[config.mk]
export PLATFORM = sky130hd
export DESIGN_NAME = d2q_fmul
export DESIGN_NICKNAME = d
export VERILOG_FILES = /design/src/d2q9_bgk_collision_assert.svh /design/src/d2q_pkg.sv /design/src/d2q_fmul.sv
export SDC_FILE = /design/constraint.sdc
export NUM_CORES = 2
export LEC_CHECK = 0
export BUFFER_PORTS_ARGS = -buffer_cell sky130_fd_sc_hd__buf_2
export CORE_UTILIZATION = 54
export DETAILED_ROUTE_END_ITERATION = 16
export PLACE_DENSITY = 0.74
export SYNTH_ARGS = -nofsm -noshare
export SYNTH_HDL_FRONTEND = slang
export SYNTH_SLANG_ARGS = --single-unit
[constraint.sdc]
create_clock -name vclk -period 44
set_input_delay 8.8 -clock vclk [all_inputs]
set_output_delay 8.8 -clock vclk [all_outputs]
set_load 0.1 [all_outputs]
[src/d2q9_bgk_collision_assert.svh]
// assertion macros for the d2q9 bgk collision block
// depends on nothing; included by modules that carry assertions
`ifndef D2Q9_BGK_COLLISION_ASSERT_SVH
`define D2Q9_BGK_COLLISION_ASSERT_SVH
`ifndef SYNTHESIS
`define D2Q_ASSERT_IMP(label, clk, rst, ante, cons) \
   label: assert property (@(posedge clk) disable iff (rst) (ante) |-> (cons)) \
      else $error("assertion failed");
`define D2Q_ASSERT_NXT(label, clk, rst, ante, cons) \
   label: assert property (@(posedge clk) disable iff (rst) (ante) |=> (cons)) \
      else $error("assertion failed");
`else
`define D2Q_ASSERT_IMP(label, clk, rst, ante, cons)
`define D2Q_ASSERT_NXT(label, clk, rst, ante, cons)
`endif
`endif

[src/d2q_pkg.sv]
// shared types, constants and fixed point helpers for the d2q9 collision
// depends on nothing
package d2q_pkg;
   localparam int NDIR = 9;
   localparam int VAL_W = 24;
   localparam int INT_W = 32;
   localparam int OMEGA_W = 22;
   localparam int SPEED_W = 24;
   localparam int CSR_IDX_W = 8;
   localparam int CSR_DATA_W = 32;
   localparam logic [CSR_IDX_W-1:0] REG_OMEGA = 8'd0;
   localparam logic [CSR_IDX_W-1:0] REG_SPEED = 8'd1;

   typedef logic signed [VAL_W-1:0] val_type;
   typedef logic signed [INT_W-1:0] int_type;
   typedef val_type dist_type [NDIR];
   typedef int_type ivec_type [NDIR];

   // saturate a 66-bit value to 32 bits
   function automatic int_type sat32(input logic signed [65:0] x);
      if (x > 66'sd2147483647) return int_type'(32'sh7fffffff);
      else if (x < -66'sd2147483648) return int_type'(32'sh80000000);
      else return int_type'(x[31:0]);
   endfunction

   // halve with floor((x+1)/2)
   function automatic int_type halve(input int_type x);
      logic signed [32:0] t;
      t = 33'(x) + 33'sd1;
      return int_type'(t >>> 1);
   endfunction
endpackage

[src/d2q_fmul.sv]
// fixed point multiply with round half up and 32-bit saturation
// depends on d2q_pkg
module d2q_fmul #(
   parameter int FRAC_BITS = 20
) (
   input  d2q_pkg::int_type a,
   input  d2q_pkg::int_type b,
   output d2q_pkg::int_type y
);
   logic signed [63:0] prod;
   logic signed [65:0] rnd;
   assign prod = a * b;
   assign rnd = (66'(prod) + (66'sd1 <<< (FRAC_BITS - 1))) >>> FRAC_BITS;
   assign y = d2q_pkg::sat32(rnd);
endmodule

* After elaboration in Yosys (flattened, before gate mapping)
Cells that the tools add are included.
** Storage, ports and cells
- Flip-flop bits (word level) :: 0
- Word-level logic and storage cells :: 6
** Operators by class
- Add/subtract/negate cells :: 1
- Multiply operators :: 1
- Magnitude comparators :: 2
- Muxes and demuxes :: 2
** Operators with widths (number)
- $add A64 B21 Y65 const B :: 1
- $mul A32 B32 Y64 :: 1
- $mux W32 :: 2
- $gt A45 B32 Y1 const B :: 1
- $lt A45 B32 Y1 const B :: 1

* Logic depth before layout (Yosys ltp)
- Word-level depth :: 5
- Depth in mapped cells :: 33

* Worst setup path before layout
No wires, ideal clock.
- Kind :: in2out
- From :: in b[2]
- To :: out y[0]
- Arrival time :: 18.658 ns
- Data required time :: 35.200 ns
- Path slack :: 16.542 ns
- Stages on the path :: 30
- Path buffers :: 2
- Path through :: clkbuf_1 > nand2_1 > inv_1 > fa_1 > fa_1 > fa_1 > inv_1 > fa_1 > inv_1 > fa_1 > inv_1 > fa_1 > inv_1 > fa_1 > inv_1 > fa_1 > inv_1 > ha_1 > buf_2 > nand4_1 > or3_1 > or2_1 > o221ai_2 > a211oi_2 > a221oi_4 > xor2_1 > nand2_1 > nor4_2 > a41oi_2 > a21oi_1
** On the way
- Longest elaborated chain between the ends :: 5
- Elaborated cells on any way between the ends :: 6
- Those cells by class :: add/sub: 1; mul: 1; order compare: 2; mux: 2
** RTL lines
- start, declared :: RTL line d2q_fmul.sv:7 : input d2q_pkg::int_type b,
- $mul A32 B32 Y64 (*) :: RTL line d2q_fmul.sv:12 : assign prod = a * b;
- $add A64 B21 Y65 (*) :: RTL line d2q_fmul.sv:13 : assign rnd = (66'(prod) + (66'sd1 <<< (FRAC_BITS - 1))) >>> FRAC_BITS;
- $lt A45 B32 Y1 :: RTL line d2q_pkg.sv:22 : else if (x < -66'sd2147483648) return int_type'(32'sh80000000);
- $mux W32 :: RTL line d2q_pkg.sv:22
- $mux W32 (*) :: RTL line d2q_pkg.sv:21 : if (x > 66'sd2147483647) return int_type'(32'sh7fffffff);
- end, declared :: RTL line d2q_fmul.sv:8 : output d2q_pkg::int_type y
Mark *: on every way between the ends. The rest lies on a longest branch, timed or not.

* Worst setup path after layout
- From :: in b[3]
- To :: out y[0]
Same word-level chain as after synthesis.

==> run summary <==
Status = complete, no violations
Hold Path Sink = y[1]
CTS Hold Bufs = 0
Num rows = 95
Antenna violations before repair = 5
Final hold vios = 0
CP required = 35,200 ps
Number of global-route vias before repair = 29,100
DR vias/cell = 5.49
WL per Instance = 19.3 microns
Die height = 263 microns
Post-synthesis cell count = 3,964
Slowest CP cell = fa_1
Sequential cell count = 0
Worst min-delay path startpoint = b[0]
Starting DRT DRC Count = 1,431
Share of post-route cells with drive strength above 1 = 3.72%
Most frequent CP cell = fa_1
Total grt overflow = 0
Routed WL = 90,900 microns
GRT Resource Usage Total = 27.8%
Slew headroom = 25.1%
Mapped Area = 36,800 sq um
WHS = 19,340 ps
Seq/Total Area, Yosys = 0%
Buffers inserted by post-CTS timing repair = 0
Endpoints failing setup = 0
Actual slew at the worst max-slew pin = 1120 ps
Layout Nets = 5,179
Hold depth = 8
Top Ports = 96
Crit path buf inv count = 8
RSZ-0062 raised after global routing = no
Count of input and output buffers = 96
Initial Util = 54.7%
Kind of critical path = in -> out
FMAX = 35.6 MHz
Area grow syn2layout = 2.02%
Final setup TNS = 0 ps
Via total after detailed routing = 25,900
Residual DRC = 0
Arr. time, crit path = 19,280 ps
Die ar. = 69,200 sq um
Hold Path Class = in -> out
Antenna Nets Post-Route = 0
Post-synth net total = 5,298
Critical path launch point type = input port
Core area = 67,300 sq um
Gp weighted congestion = 0.918
CP endpoint kind = output pin
HPWL Detailed = 77,800 microns
Largest net degree at the start of global routing = 33
CP Depth = 29
Syn Area/Cell = 9.29 sq um
# fillers = 5,951
CLK BUF = 0
Cts repair resizes = 0
Critical-path maximum fanout = 32
Max incr delay on CP = 1050 ps
First-pass GRT wire length = 153,000 microns
Drt pass-1 iters = 5
Synth cell types = 65
Chip Width = 263 microns
Max-slew violation count = 0
Yosys warning total = 0
Final period util = 63.8%
Number of max-cap violations = 0
Delay-heaviest family, CP = adder cells
Register Area = 0 sq um
Period minus WS final = 28,080 ps
[tightest hold or removal path: cells and delay by family]
| kind | cells | cell delay (ps) |
|---|---|---|
| AO/OA/AOI/OAI | 4 | 740 |
| buffers and inverters | 2 | 560 |
| AND/OR/NAND/NOR | 1 | 210 |
| XOR/XNOR | 1 | 200 |
[kinds of logic (layout without fill, tap and decap cells)]
family	Yosys count	after routing	synth area share, %
buffers and inverters	1182	1061	12.2
XOR/XNOR	54	54	1.28
multiplexers	1	1	0.0272
AO/OA/AOI/OAI	243	243	4.53
adder cells (fa/ha/maj)	1270	1270	65.4
AND/OR/NAND/NOR	1214	1214	16.5
other	0	2	0
[synthesized netlist by cell type, types with 4 or more instances]
cell type | count | area share, %
o31ai_1 | 7 | 0.14
nor3_1 | 12 | 0.16
a211oi_1 | 7 | 0.14
a21boi_0 | 4 | 0.082
buf_4 | 7 | 0.14
o21ai_0 | 38 | 0.52
and2_1 | 530 | 9.0
clkbuf_1 | 200 | 2.0
o211ai_1 | 5 | 0.10
a221oi_1 | 4 | 0.095
a21oi_1 | 67 | 0.91
nor2_1 | 74 | 0.75
a21o_1 | 20 | 0.41
a21oi_2 | 30 | 0.71
fa_1 | 1090 | 59
ha_1 | 180 | 6.1
inv_1 | 958 | 9.8
or3_1 | 5 | 0.085
buf_2 | 11 | 0.15
a311oi_1 | 4 | 0.095
nor4_1 | 5 | 0.085
nand3_1 | 14 | 0.19
xnor2_1 | 34 | 0.81
o21a_1 | 9 | 0.18
nand4_1 | 21 | 0.36
a31oi_1 | 7 | 0.12
and3_1 | 7 | 0.12
nand2b_1 | 8 | 0.14
nand2_1 | 524 | 5.3
o21bai_1 | 10 | 0.20
xor2_1 | 20 | 0.48
[cells in the final DEF, fill, tap and decap left out, drive strengths merged, types with 4 or more instances in the layout]
| cell | netlist | routed |
|---|---|---|
| a311oi | 4 | 4 |
| or3 | 5 | 5 |
| o31ai | 7 | 7 |
| a211oi | 8 | 8 |
| nand3 | 14 | 14 |
| ha | 180 | 180 |
| nor2 | 74 | 74 |
| and3 | 7 | 7 |
| a41oi | 4 | 4 |
| o21bai | 10 | 10 |
| nor4 | 6 | 6 |
| xor2 | 20 | 20 |
| nand4 | 21 | 21 |
| a21boi | 4 | 4 |
| o211ai | 5 | 5 |
| fa | 1090 | 1090 |
| xnor2 | 34 | 34 |
| buf | 22 | 102 |
| nand2b | 8 | 8 |
| a21oi | 97 | 97 |
| o21a | 9 | 9 |
| a221oi | 5 | 5 |
| and2 | 530 | 530 |
| a31oi | 7 | 7 |
| nor3 | 12 | 12 |
| a21o | 20 | 20 |
| o21ai | 41 | 41 |
| inv | 958 | 958 |
| nand2 | 527 | 527 |
[stage by stage]
stage	setup WS, ps	util [%]	cell area [sq um]	std cells
floorplan	16540	-	36800	3964
global placement	15950	55.8	37500	4716
detailed placement	15870	55.8	37500	4716
CTS	15830	55.8	37500	4716
global route	15190	55.8	37600	4717
finish	15920	55.8	37600	4718
[how the worst max path moves through the flow]
stage	endpoint	slack [ps]	from
final	y[0]	15920	b[3]
after global routing	y[0]	15190	b[2]
after CTS	y[0]	15830	b[3]
after detailed placement	y[0]	15870	a[31]
after global placement	y[0]	15950	b[2]
after floorplan	y[0]	16540	b[2]
[routing by layer]
metal  track usage, %  vias up  share of wire (%)
met3             1.92      188                4.1
met4             10.1        4                4.0
met2             50.4      772                 53
li1                 -    11100                  -
met1             35.0    13800                 39
met5                0        -              0.025
[layout make-up]
| cell class | count | area (sq um) | area share (%) |
|---|---|---|---|
| multi-input cells | 2782 | 32300 | 86.1 |
| inverters | 959 | 3600 | 9.59 |
| well taps | 873 | 1090 | 2.91 |
| repair buffers | 102 | 526 | 1.40 |
| diodes | 2 | 5.00 | 0.0133 |
Power is left out: the tool's default activity adds up to more than one toggle a clock period on the data nets, which glitch-free logic cannot reach.
